**config.mk**
```make
export PLATFORM = sky130hd
export DESIGN_NAME = stack_with_sort_dump
export DESIGN_NICKNAME = d
export VERILOG_FILES = /design/src/hw/rtl/swsd_pkg.sv /design/src/hw/rtl/swsd_ram.sv /design/src/hw/rtl/swsd_ctrl.sv /design/src/hw/rtl/stack_with_sort_dump.sv
export SDC_FILE = /design/constraint.sdc
export NUM_CORES = 1
export LEC_CHECK = 0
export ABC_AREA = 0
export BUFFER_PORTS_ARGS = -buffer_cell sky130_fd_sc_hd__buf_2
export CORE_MARGIN = 2
export CORE_UTILIZATION = 44
export DETAILED_ROUTE_END_ITERATION = 10
export SLEW_MARGIN = 20
export SYNTH_ARGS = -nofsm -noshare
export SYNTH_HDL_FRONTEND = slang
export SYNTH_SLANG_ARGS = --single-unit
```
**constraint.sdc**
```tcl
create_clock -name clk -period 17.17 [get_ports clk]
set_input_delay 1.717 -clock clk [delete_from_list [all_inputs] [get_ports clk]]
set_output_delay 1.717 -clock clk [all_outputs]
set_load 0.1 [all_outputs]
```
**src/hw/rtl/swsd_pkg.sv**
```systemverilog
`timescale 1ns / 1ps

package swsd_pkg;

    localparam int DEPTH  = 16;
    localparam int DATA_W = 32;
    localparam int ADDR_W = (DEPTH > 1) ? $clog2(DEPTH) : 1;
    localparam int CNT_W  = $clog2(DEPTH + 1);

    localparam logic [2:0] CMD_PUSH      = 3'd0;
    localparam logic [2:0] CMD_POP       = 3'd1;
    localparam logic [2:0] CMD_PEEK      = 3'd2;
    localparam logic [2:0] CMD_DUMP_ASC  = 3'd3;
    localparam logic [2:0] CMD_DUMP_DESC = 3'd4;

    localparam logic [1:0] ST_OK        = 2'd0;
    localparam logic [1:0] ST_OVERFLOW  = 2'd1;
    localparam logic [1:0] ST_UNDERFLOW = 2'd2;
    localparam logic [1:0] ST_EMPTY     = 2'd3;

    localparam logic signed [DATA_W-1:0] POP_EMPTY_VALUE = -32'sd1;

    typedef struct packed {
        logic              wr_en;
        logic              rd_en;
        logic [ADDR_W-1:0] addr;
        logic [DATA_W-1:0] wdata;
    } mem_req_t;

endpackage

```
**src/hw/rtl/swsd_ram.sv**
```systemverilog
`timescale 1ns / 1ps

module swsd_ram #(
    parameter int DEPTH_P  = 16,
    parameter int DATA_W_P = 32,
    parameter int ADDR_W_P = (DEPTH_P > 1) ? $clog2(DEPTH_P) : 1
) (
    input  logic                clk,
    input  logic                wr_en,
    input  logic                rd_en,
    input  logic [ADDR_W_P-1:0] addr,
    input  logic [DATA_W_P-1:0] wdata,
    output logic [DATA_W_P-1:0] rdata
);

    logic [DATA_W_P-1:0] mem [DEPTH_P];

    always_ff @(posedge clk)
    begin
        if (wr_en)
        begin
            mem[addr] <= wdata;
        end
        if (rd_en)
        begin
            rdata <= mem[addr];
        end
    end

endmodule

```
**src/hw/rtl/swsd_ctrl.sv**
```systemverilog
`timescale 1ns / 1ps

module swsd_ctrl
    import swsd_pkg::*;
(
    input  logic                     clk,
    input  logic                     rst_n,
    input  logic                     in_valid,
    output logic                     in_ready,
    input  logic [2:0]               cmd,
    input  logic signed [DATA_W-1:0] value,
    output logic                     out_valid,
    input  logic                     out_ready,
    output logic signed [DATA_W-1:0] result_value,
    output logic [1:0]               status,
    output logic                     last,
    output mem_req_t                 stk_req,
    input  logic [DATA_W-1:0]        stk_rdata,
    output mem_req_t                 scr_req,
    input  logic [DATA_W-1:0]        scr_rdata
);

    typedef enum logic [3:0] {
        S_IDLE,
        S_RD_WAIT,
        S_EMIT,
        S_SORT_POP,
        S_SORT_T,
        S_CMP_RD,
        S_CMP,
        S_PUT,
        S_DRAIN,
        S_DRAIN_WR,
        S_DUMP_RD,
        S_DUMP_WAIT
    } state_t;

    state_t                   state_reg, state_next;
    logic [CNT_W-1:0]         cnt_reg, cnt_next;
    logic [CNT_W-1:0]         aux_reg, aux_next;
    logic [ADDR_W-1:0]        idx_reg, idx_next;
    logic                     desc_reg, desc_next;
    logic [DATA_W-1:0]        t_reg, t_next;
    logic [DATA_W-1:0]        pend_value_reg, pend_value_next;
    logic [1:0]               pend_status_reg, pend_status_next;
    logic                     out_valid_reg, out_valid_next;
    logic [DATA_W-1:0]        out_value_reg, out_value_next;
    logic [1:0]               out_status_reg, out_status_next;
    logic                     out_last_reg, out_last_next;

    logic [CNT_W-1:0]  cnt_dec;
    logic [CNT_W-1:0]  aux_dec;
    logic [ADDR_W-1:0] cnt_addr;
    logic [ADDR_W-1:0] cnt_dec_addr;
    logic [ADDR_W-1:0] aux_addr;
    logic [ADDR_W-1:0] aux_dec_addr;
    logic              out_free;
    logic              dump_final;

    assign cnt_dec      = cnt_reg - CNT_W'(1);
    assign aux_dec      = aux_reg - CNT_W'(1);
    assign cnt_addr     = cnt_reg[ADDR_W-1:0];
    assign cnt_dec_addr = cnt_dec[ADDR_W-1:0];
    assign aux_addr     = aux_reg[ADDR_W-1:0];
    assign aux_dec_addr = aux_dec[ADDR_W-1:0];
    assign out_free     = !out_valid_reg || out_ready;
    assign dump_final   = ({1'b0, idx_reg} == cnt_dec);

    assign in_ready     = (state_reg == S_IDLE);
    assign out_valid    = out_valid_reg;
    assign result_value = out_value_reg;
    assign status       = out_status_reg;
    assign last         = out_last_reg;

    always_comb
    begin
        state_next       = state_reg;
        cnt_next         = cnt_reg;
        aux_next         = aux_reg;
        idx_next         = idx_reg;
        desc_next        = desc_reg;
        t_next           = t_reg;
        pend_value_next  = pend_value_reg;
        pend_status_next = pend_status_reg;
        out_valid_next   = out_valid_reg && !out_ready;
        out_value_next   = out_value_reg;
        out_status_next  = out_status_reg;
        out_last_next    = out_last_reg;
        stk_req          = '0;
        scr_req          = '0;

        case (state_reg)
            S_IDLE:
            begin
                if (in_valid)
                begin
                    case (cmd)
                        CMD_PUSH:
                        begin
                            state_next = S_EMIT;
                            if (cnt_reg == CNT_W'(DEPTH))
                            begin
                                pend_value_next  = '0;
                                pend_status_next = ST_OVERFLOW;
                            end
                            else
                            begin
                                stk_req.wr_en    = 1'b1;
                                stk_req.addr     = cnt_addr;
                                stk_req.wdata    = value;
                                cnt_next         = cnt_reg + CNT_W'(1);
                                pend_value_next  = value;
                                pend_status_next = ST_OK;
                            end
                        end
                        CMD_POP, CMD_PEEK:
                        begin
                            if (cnt_reg == '0)
                            begin
                                pend_value_next  = (cmd == CMD_POP) ? POP_EMPTY_VALUE : '0;
                                pend_status_next = ST_UNDERFLOW;
                                state_next       = S_EMIT;
                            end
                            else
                            begin
                                stk_req.rd_en = 1'b1;
                                stk_req.addr  = cnt_dec_addr;
                                if (cmd == CMD_POP)
                                begin
                                    cnt_next = cnt_dec;
                                end
                                state_next = S_RD_WAIT;
                            end
                        end
                        CMD_DUMP_ASC, CMD_DUMP_DESC:
                        begin
                            desc_next = (cmd == CMD_DUMP_DESC);
                            if (cnt_reg == '0)
                            begin
                                pend_value_next  = '0;
                                pend_status_next = ST_EMPTY;
                                state_next       = S_EMIT;
                            end
                            else
                            begin
                                aux_next   = '0;
                                state_next = S_SORT_POP;
                            end
                        end
                        default:
                        begin
                        end
                    endcase
                end
            end
            S_RD_WAIT:
            begin
                pend_value_next  = stk_rdata;
                pend_status_next = ST_OK;
                state_next       = S_EMIT;
            end
            S_EMIT:
            begin
                if (out_free)
                begin
                    out_valid_next  = 1'b1;
                    out_value_next  = pend_value_reg;
                    out_status_next = pend_status_reg;
                    out_last_next   = 1'b1;
                    state_next      = S_IDLE;
                end
            end
            S_SORT_POP:
            begin
                if (cnt_reg == '0)
                begin
                    state_next = S_DRAIN;
                end
                else
                begin
                    stk_req.rd_en = 1'b1;
                    stk_req.addr  = cnt_dec_addr;
                    cnt_next      = cnt_dec;
                    state_next    = S_SORT_T;
                end
            end
            S_SORT_T:
            begin
                t_next     = stk_rdata;
                state_next = S_CMP_RD;
            end
            S_CMP_RD:
            begin
                if (aux_reg == '0)
                begin
                    state_next = S_PUT;
                end
                else
                begin
                    scr_req.rd_en = 1'b1;
                    scr_req.addr  = aux_dec_addr;
                    state_next    = S_CMP;
                end
            end
            S_CMP:
            begin
                if ($signed(scr_rdata) < $signed(t_reg))
                begin
                    aux_next      = aux_dec;
                    stk_req.wr_en = 1'b1;
                    stk_req.addr  = cnt_addr;
                    stk_req.wdata = scr_rdata;
                    cnt_next      = cnt_reg + CNT_W'(1);
                    state_next    = S_CMP_RD;
                end
                else
                begin
                    state_next = S_PUT;
                end
            end
            S_PUT:
            begin
                scr_req.wr_en = 1'b1;
                scr_req.addr  = aux_addr;
                scr_req.wdata = t_reg;
                aux_next      = aux_reg + CNT_W'(1);
                state_next    = S_SORT_POP;
            end
            S_DRAIN:
            begin
                if (aux_reg == '0)
                begin
                    idx_next   = '0;
                    state_next = S_DUMP_RD;
                end
                else
                begin
                    scr_req.rd_en = 1'b1;
                    scr_req.addr  = aux_dec_addr;
                    aux_next      = aux_dec;
                    state_next    = S_DRAIN_WR;
                end
            end
            S_DRAIN_WR:
            begin
                stk_req.wr_en = 1'b1;
                stk_req.addr  = cnt_addr;
                stk_req.wdata = scr_rdata;
                cnt_next      = cnt_reg + CNT_W'(1);
                state_next    = S_DRAIN;
            end
            S_DUMP_RD:
            begin
                stk_req.rd_en = 1'b1;
                stk_req.addr  = desc_reg ? (cnt_dec_addr - idx_reg) : idx_reg;
                state_next    = S_DUMP_WAIT;
            end
            S_DUMP_WAIT:
            begin
                if (out_free)
                begin
                    out_valid_next  = 1'b1;
                    out_value_next  = stk_rdata;
                    out_status_next = ST_OK;
                    out_last_next   = dump_final;
                    if (dump_final)
                    begin
                        state_next = S_IDLE;
                    end
                    else
                    begin
                        idx_next   = idx_reg + ADDR_W'(1);
                        state_next = S_DUMP_RD;
                    end
                end
            end
            default:
            begin
                state_next = S_IDLE;
            end
        endcase
    end

    always_ff @(posedge clk or negedge rst_n)
    begin
        if (!rst_n)
        begin
            state_reg     <= S_IDLE;
            cnt_reg       <= '0;
            aux_reg       <= '0;
            idx_reg       <= '0;
            desc_reg      <= 1'b0;
            out_valid_reg <= 1'b0;
        end
        else
        begin
            state_reg     <= state_next;
            cnt_reg       <= cnt_next;
            aux_reg       <= aux_next;
            idx_reg       <= idx_next;
            desc_reg      <= desc_next;
            out_valid_reg <= out_valid_next;
        end
    end

    always_ff @(posedge clk)
    begin
        t_reg           <= t_next;
        pend_value_reg  <= pend_value_next;
        pend_status_reg <= pend_status_next;
        out_value_reg   <= out_value_next;
        out_status_reg  <= out_status_next;
        out_last_reg    <= out_last_next;
    end

endmodule

```
**src/hw/rtl/stack_with_sort_dump.sv**
```systemverilog
`timescale 1ns / 1ps
// Push, underflow, overflow and empty dump: the result passes through S_EMIT to the output register;
// pop and peek first read the stack in S_RD_WAIT. S_EMIT holds while the output is stalled.
// A new transaction is taken only once the result is loaded into the output register.
// Sort and dump of n words: an insertion pass through the single-port stack and scratch
// memories, a drain back to the stack, then each word read in S_DUMP_RD and sent in S_DUMP_WAIT.
// Reset clears the count and the control state; the memories are not cleared.

module stack_with_sort_dump
    import swsd_pkg::*;
(
    input  logic                     clk,
    input  logic                     rst_n,
    input  logic                     in_valid,
    output logic                     in_ready,
    input  logic [2:0]               cmd,
    input  logic signed [DATA_W-1:0] value,
    output logic                     out_valid,
    input  logic                     out_ready,
    output logic signed [DATA_W-1:0] result_value,
    output logic [1:0]               status,
    output logic                     last
);

    mem_req_t          stk_req;
    mem_req_t          scr_req;
    logic [DATA_W-1:0] stk_rdata;
    logic [DATA_W-1:0] scr_rdata;

    swsd_ctrl u_ctrl (
        .clk          (clk),
        .rst_n        (rst_n),
        .in_valid     (in_valid),
        .in_ready     (in_ready),
        .cmd          (cmd),
        .value        (value),
        .out_valid    (out_valid),
        .out_ready    (out_ready),
        .result_value (result_value),
        .status       (status),
        .last         (last),
        .stk_req      (stk_req),
        .stk_rdata    (stk_rdata),
        .scr_req      (scr_req),
        .scr_rdata    (scr_rdata)
    );

    swsd_ram #(
        .DEPTH_P  (DEPTH),
        .DATA_W_P (DATA_W),
        .ADDR_W_P (ADDR_W)
    ) u_stack_ram (
        .clk   (clk),
        .wr_en (stk_req.wr_en),
        .rd_en (stk_req.rd_en),
        .addr  (stk_req.addr),
        .wdata (stk_req.wdata),
        .rdata (stk_rdata)
    );

    swsd_ram #(
        .DEPTH_P  (DEPTH),
        .DATA_W_P (DATA_W),
        .ADDR_W_P (ADDR_W)
    ) u_scratch_ram (
        .clk   (clk),
        .wr_en (scr_req.wr_en),
        .rd_en (scr_req.rd_en),
        .addr  (scr_req.addr),
        .wdata (scr_req.wdata),
        .rdata (scr_rdata)
    );

endmodule
```
==> results of run 1 <==
power by group through the flow:
stage	registers, mW	logic (mW)	clock network (mW)
final	3.19	0.0266	2.74
after detailed placement	3.26	0.0255	0
after floorplan	3.26	0.0113	0
after global placement	3.26	0.0254	0
after CTS	3.19	0.0256	2.78
after global routing	3.19	0.0283	2.90
cell families (layout without fill, tap and decap cells):
family | count (synthesis) | in the layout | synth area share
flip-flops | 1209 | 1209 | 0.7275
AND/OR/NAND/NOR | 701 | 701 | 0.06278
AO/OA/AOI/OAI | 656 | 656 | 0.09162
multiplexers | 388 | 388 | 0.08048
buffers and inverters | 265 | 425 | 0.02389
adder cells (fa/ha/maj) | 44 | 44 | 0.01121
XOR/XNOR | 14 | 14 | 0.002464
layout by cell type, fill, tap and decap left out, types with 25 or more instances in the layout:
cell type / count
a31oi_1: 65
buf_2: 75
clkinv_1: 28
edfxtp_1: 1189
clkbuf_16: 141
ha_1: 43
clkbuf_1: 26
a22o_1: 34
mux2i_1: 291
nor2_4: 26
buf_4: 51
o21ai_0: 25
a21oi_1: 158
a211oi_1: 167
a311oi_1: 64
inv_1: 48
and2_1: 131
nor2_1: 105
mux2_2: 97
o211ai_1: 97
nand2_1: 365
critical path: stages, from the launching register on:
cell and delay, ps:
edfxtp_1 400, ha_1 610, nand4_1 250, nor3_1 400, and4_1 440, a21oi_1 130, xnor2_1 280, o21ai_4 890
buf_4 730, buf_4 800, mux2i_1 190, mux2i_1 320, o211ai_1 120
layer usage:
| metal | routed length (um) | share of wire | vias to the layer above |
|---|---|---|---|
| met5 | 13 | 0.00011 | - |
| met4 | 2779 | 0.023 | 2 |
| met3 | 8896 | 0.073 | 166 |
| met2 | 56420 | 0.46 | 939 |
| met1 | 53910 | 0.44 | 14270 |
| li1 | - | - | 12770 |
final cells by class:
type	count	area, um2
flip-flops and latches	1209	36200
fillers	9386	56080
clock buffers	167	3626
repair buffers	143	1106
well taps	1500	1877
multi-input cells	1803	12730
clock inverters	65	534.3
inverters	50	187.7
worst paths after layout:
kind,slack [ps],start,to,cells past startpoint
setup / recovery,11190,u_scratch_ram.rdata[31],u_stack_ram.rdata[6],12
hold / removal,510,u_stack_ram.rdata[5],u_ctrl.t_reg[5],0
setup reg to reg,11190,u_scratch_ram.rdata[31],u_stack_ram.rdata[6],12
min in group asynchronous,960,rst_n,u_ctrl.cnt_reg[3],1
hold reg to reg,510,u_stack_ram.rdata[5],u_ctrl.t_reg[5],0
max in group asynchronous,15860,rst_n,u_ctrl.cnt_reg[0],1
through the flow:
step | instance area (um2) | total power [mW] | hold WS [ps] | setup slack (ps) | instances
floorplan | 49760 | 3.266 | 446.5 | 11330 | 3277
global placement | 51810 | 3.281 | 488.5 | 10870 | 4691
detailed placement | 52060 | 3.281 | 502.5 | 10860 | 4703
CTS | 56220 | 6.002 | 519.2 | 11310 | 4935
global route | 56260 | 6.124 | 536.8 | 10920 | 4937
finish | 56260 | 5.957 | 506.3 | 11190 | 4937
==> results by group, run 1 <==
Logic synthesis
  – Synth area leaders: edfxtp_1 (72%), mux2i_1 (5.9%), nand2_1 (2.8%)
  – Seq/Total Area, Yosys: 0.7275
  – Mapped Cells: 3277
  – Post-synthesis async set-or-reset flop share: 0.01654
  – Number of flops mapped to enable cells by yosys: roughly 1200
  – Syn avg cell area: approximately 15 um2
  – Post-Syn Nets: 3360
  – Distinct cells, synth: 68
  – Post-synthesis register bit count: 1209
  – YS warnings: 0
  – Top cell types by occurrence after synthesis: edfxtp_1 (1189), nand2_1 (368), mux2i_1 (291)
  – Mapped cell area: approximately 0.05 mm2
  – Dominant cell type by area after synthesis: edfxtp_1
  – Area share of the largest cell type after synthesis: 0.7175
  – Ys flop type: edfxtp_1
  – Most common cell in the netlist: edfxtp_1

Clock network
  – CTS Hold Bufs: 0
  – Total CTS buffers: 131
  – PostCTS Resize Cnt: 0
  – CTS max path bufs: 3
  – Skew-Pair Late Insertion Delay: between 700 and 800 ps
  – TritonCTS clock tree: built
  – Root Driver: clkbuf_16
  – Setup Buffers After CTS: 0
  – Clk pin slew, worst setup/hold paths: ~60 ps
  – Clk sinks: 1209
  – H-Tree Level Count: 4

Drt
  – WL/cell: roughly 25 um
  – DRT iter0 DRCs: approximately 2900
  – Vias: 28150
  – # DRC: 0
  – Drt first pass iters: 5
  – Routed wire length: ~120000 um
  – Detail Route Antenna Nets: 0
  – Vias per cell: around 5.7

GRT
  – GR Util met3: 0.04692
  – Met2 Usage GRT: 0.3231
  – First-pass GRT wire length: 180200 um
  – GRT Total Usage: 0.2096
  – Met1 Use GR: 0.2979
  – Gr ovfl total: 0
  – Largest net degree at the start of global routing: between 150 and 200
  – Vias in the first global route: around 27000
  – Initial antenna violation count: 1
  – Busiest grt layer: met2

STA
  – Setup Total Neg Slack: 0 ps
  – Fin. Hold Viols: 0
  – Relative slew slack: 0.2515
  – Final worst path period need: 5979 ps
  – Slew Viols, Final: 0
  – Period utilization: 0.3482
  – Final setup viols: 0
  – RSZ-0062 raised after global routing: no
  – Highest clock rate: ~170 MHz
  – Slew @ Worst Pin: about 1100 ps
  – Clock skew: 23.60 ps

Finish
  – Layout cell share with drive strength beyond 1: 0.1394
  – Area Overhead vs Synth: 13.06%
  – Ant. Diodes: 0
  – Post-layout nets: about 3400
  – Fin util: 0.5008
  – Regs by FF count: u_scratch_ram.mem x512, u_stack_ram.mem x512

Power and ir drop
  – Maximum vdd drop: roughly 0.10 mV
  – Pwr dens: roughly 110 mW/mm2
  – Leak: about 16 nW
  – Cell-internal power: roughly 4.8 mW
  – Psw: 1.134 mW
  – Clock power frac: 0.460
  – Net Sw Frac: 0.1904
  – Comb pwr share: 0.004
  – Sequential Power Share: 0.536

Die
  – Top-Level Pins: 76
  – Die Height: between 300 and 400 um
  – Rows: around 120
  – Initial Util: 0.4429
  – Die width: around 340 um
  – Die Area: 0.1158 mm2
  – Core area: roughly 0.11 mm2

Placement
  – DP HPWL: roughly 70000 um
  – IO buf count: 75
  – GPL Wtd Cong: 0.8602

Worst hold path
  – Hold Path Class: flop to flop

Worst setup path
  – Crit path max fanout: 75
  – Worst EP required: 17620 ps
  – WS Path Type: flop to flop
  – CP endpoint kind: flop
  – Critical Path Source Type: flop
  – Critical Path AT: 6430 ps

Flow run
  – Max_cap viols: 0

Run status
  – Outcome: complete, no violations
No activity file was read; power rests on OpenSTA's default activity.
==> run 2: changes to the inputs <==
==> constraint.sdc (replaced) <==
create_clock -name clk -period 5.7 [get_ports clk]
set_input_delay 0.57 -clock clk [delete_from_list [all_inputs] [get_ports clk]]
set_output_delay 0.57 -clock clk [all_outputs]
set_load 0.1 [all_outputs]
==> run 2 against run 1 <==
  * Wire length decreased by 3.7%
  * Final area fell by 0.16%
  * Clock power rose to 2.9 times the previous value
  * Count of clock-buffer cells in the layout shrank 4
  * Highest routed layer unchanged
  * Critical path depth stayed put
  * Maximum frequency grew 31%
  * Sequential share of layout area is 0.10 points higher
  * Cell count increased by 0.22%
  * Clock skew is 6.7 ps higher
==> results by group, run 2 (synthesized netlist as in run 1, its figures left out) <==
Run status
  – Outcome: complete, no violations

Worst hold path
  – Hold path cells: 3 (+3)
  – Hold Path Class: primary input to flop
  – Hold wc startpoint: cmd[2]
  – Worst Hold Endpoint: u_ctrl.desc_reg

Die
  – Core area: 0.1123 mm2 (unchanged)
  – Die Area: 0.1158 mm2 (unchanged)
  – Die Height: 340.3 um (unchanged)
  – Die width: 340.3 um (unchanged)
  – Rows: 123 (unchanged)
  – Initial Util: 0.4429 (unchanged)
  – Top-Level Pins: 76 (unchanged)

Placement
  – DP HPWL: 68430 um (-4.6%)
  – IO buf count: 75 (unchanged)
  – GPL Wtd Cong: 0.8603 (about the same)
  – DP Worst Slack: 1119 ps (-9744 ps)
  – Placed insts: 4716 (+0.28%)
  – Placed Area: 0.05224 mm2 (+0.35%)

Drt
  – DRT iter0 DRCs: 2711 (-6.8%)
  – Vias: 28040 (-0.38%)
  – Detail Route Antenna Nets: 0 (unchanged)
  – Routed wire length: 117500 um (-3.7%)
  – WL/cell: 23.74 um (-3.9%)
  – Vias per cell: 5.667 (-0.61%)
  – # DRC: 0 (unchanged)
  – Drt first pass iters: 5 (unchanged)

Finish
  – Fin util: 0.5000 (-0.0008130)
  – Multi-input logic area: 0.01275 mm2 (+0.20%)
  – Layout cell share with drive strength beyond 1: 0.1399 (+0.0005066)
  – Most common cell after layout, fill and taps aside: edfxtp_1
  – Commonest non-fill, non-tap cells in the layout: edfxtp_1 (1189), nand2_1 (365), mux2i_1 (291)
  – Fill count: 9444 (+0.62%)
  – Area Overhead vs Synth: 12.88%
  – Regs by FF count: u_scratch_ram.mem x512, u_stack_ram.mem x512
  – Final Non-Filler Cells: 4948 (+0.22%)
  – Sequential standard cell area: 0.03620 mm2 (unchanged)
  – Post-layout nets: 3432 (+0.32%)
  – Final non-filler cell area: 0.05617 mm2 (-0.16%)

STA
  – Highest clock rate: 218.3 MHz (+31%)
  – RSZ-0062 raised after global routing: no
  – Slew Viols, Final: 0 (unchanged)
  – Final worst path period need: 4580 ps (-1399 ps)
  – Period utilization: 0.8035 (+0.4553)
  – Fin. Hold Viols: 0 (unchanged)
  – Clock skew: 30.34 ps (+6.739 ps)
  – Relative slew slack: 0.2197 (-0.03173)
  – Final setup viols: 0 (unchanged)
  – Worst setup margin: 1120 ps (-10070 ps)
  – Slew @ Worst Pin: 1168 ps (+49.12 ps)

Worst setup path
  – Crit path max fanout: 18 (-76%)
  – Reg2Reg Capture Point: u_stack_ram.mem[13][24]
  – FF-to-FF path depth: 12 (unchanged)
  – CP endpoint kind: flop
  – Critical Path Source Type: flop
  – RR Startpoint: u_ctrl.cnt_reg[0]
  – FF-to-FF setup slack: 1120 ps (-10070 ps)
  – Critical Path AT: 4960 ps (-1470 ps)
  – WS Path Type: flop to flop
  – Worst EP required: 6080 ps (-11540 ps)

GRT
  – Largest net degree at the start of global routing: 175 (-9.3%)
  – First-pass GRT wire length: 175500 um (-2.6%)
  – Initial antenna violation count: 6 (+5)
  – Gr ovfl total: 0 (unchanged)
  – GRT Total Usage: 0.2012 (-0.008371)
  – Vias in the first global route: 27210 (-0.66%)

Clock network
  – H-Tree Level Count: 4 (unchanged)
  – Clk pin slew, worst setup/hold paths: 60 ps (about the same)
  – Total CTS buffers: 130 (-0.76%)
  – TritonCTS clock tree: built
  – Clk sinks: 1209 (unchanged)
  – CTS max path bufs: 3 (unchanged)
  – Root Driver: clkbuf_16
  – Setup Buffers After CTS: 0 (unchanged)
  – Skew-Pair Late Insertion Delay: 730 ps (about the same)

Flow run
  – Max_cap viols: 0 (unchanged)

Power and ir drop
  – Total power: 17.51 mW (+190%)
  – Pwr dens: 311.7 mW/mm2 (+190%)
  – Leak: 16.33 nW (-0.35%)
  – Maximum vdd drop: 0.2651 mV (+160%)
==> run 2: cell count changes in the layout (fill, tap and decap cells not counted), moves of 5 or more <==
cell	change
nor2_1	-8
nor2_2	+8
buf_12	+6
clkinv_1	+11
bufinv_16	-5
clkinv_2	-5
buf_4	+6
clkbuf_16	-6
==> run 2: repair_timing <==
item | 4_1_cts | 5_1_grt
gates resized for setup | 0 | 0
endpoints found under the hold margin | 20 | 0
hold buffers | 1 | 0
==> run 2: area by class of cell <==
cell class | count | area share
clock inverter | 66 | 0.007262
antenna | 2 | 0.00008910
multi-input combinational | 1803 | 0.2270
tap | 1500 | 0.03341
clock buffer | 163 | 0.06201
timing repair buffer | 155 | 0.02232
sequential | 1209 | 0.6445
inverter | 50 | 0.003341
==> run 2: worst max path at each step <==
stage          slack, ps                     from                        to  cells after the start
3_3_place_gp        1210  u_scratch_ram.rdata[23]   u_stack_ram.mem[15][24]                     11
3_5_place_dp        1120  u_scratch_ram.rdata[31]   u_stack_ram.mem[15][19]                     11
4_1_cts             1090        u_ctrl.cnt_reg[0]   u_stack_ram.mem[13][24]                     12
5_1_grt              860        u_ctrl.cnt_reg[0]   u_stack_ram.mem[13][24]                     12
6_report            1120        u_ctrl.cnt_reg[0]   u_stack_ram.mem[13][24]                     12
2_1_floorplan        -20        u_ctrl.aux_reg[0]  u_scratch_ram.mem[13][0]                     11
==> run 2: layer usage <==
metal | global-route usage | vias up | wire (um)
li1 | - | 12810 | -
met3 | 0.04178 | 178 | 7865
met4 | 0.06296 | 6 | 2911
met2 | 0.3028 | 866 | 52900
met5 | 0 | - | 34
met1 | 0.2938 | 14180 | 53750
==> run 2: per-stage QoR <==
step,setup TNS (ps),hold slack [ps]
floorplan,-4210,274.4
global placement,0,493.2
detailed placement,0,476.2
CTS,0,169.0
global route,0,228.5
finish,0,210.7
==> run 2: report_power, final <==
| group | internal [mW] | switching [mW] | leakage, nW |
|---|---|---|---|
| clock | 4.49 | 3.32 | 1.91 |
| combinational | 0.0267 | 0.0529 | 4.23 |
| sequential | 9.62 | 0.0000000000000000184 | 10.2 |
==> run 2: worst max-delay path: stages, from the launching register on <==
cell      delay [ps]
dfrtp_1          490
inv_1            130
ha_1             210
or3b_4           420
nor2_1           460
nor2_1           140
a32oi_1          180
o211ai_1         140
a311oi_4         520
nor2b_1          290
nand2b_1         280
nor2_4           530
buf_4            420
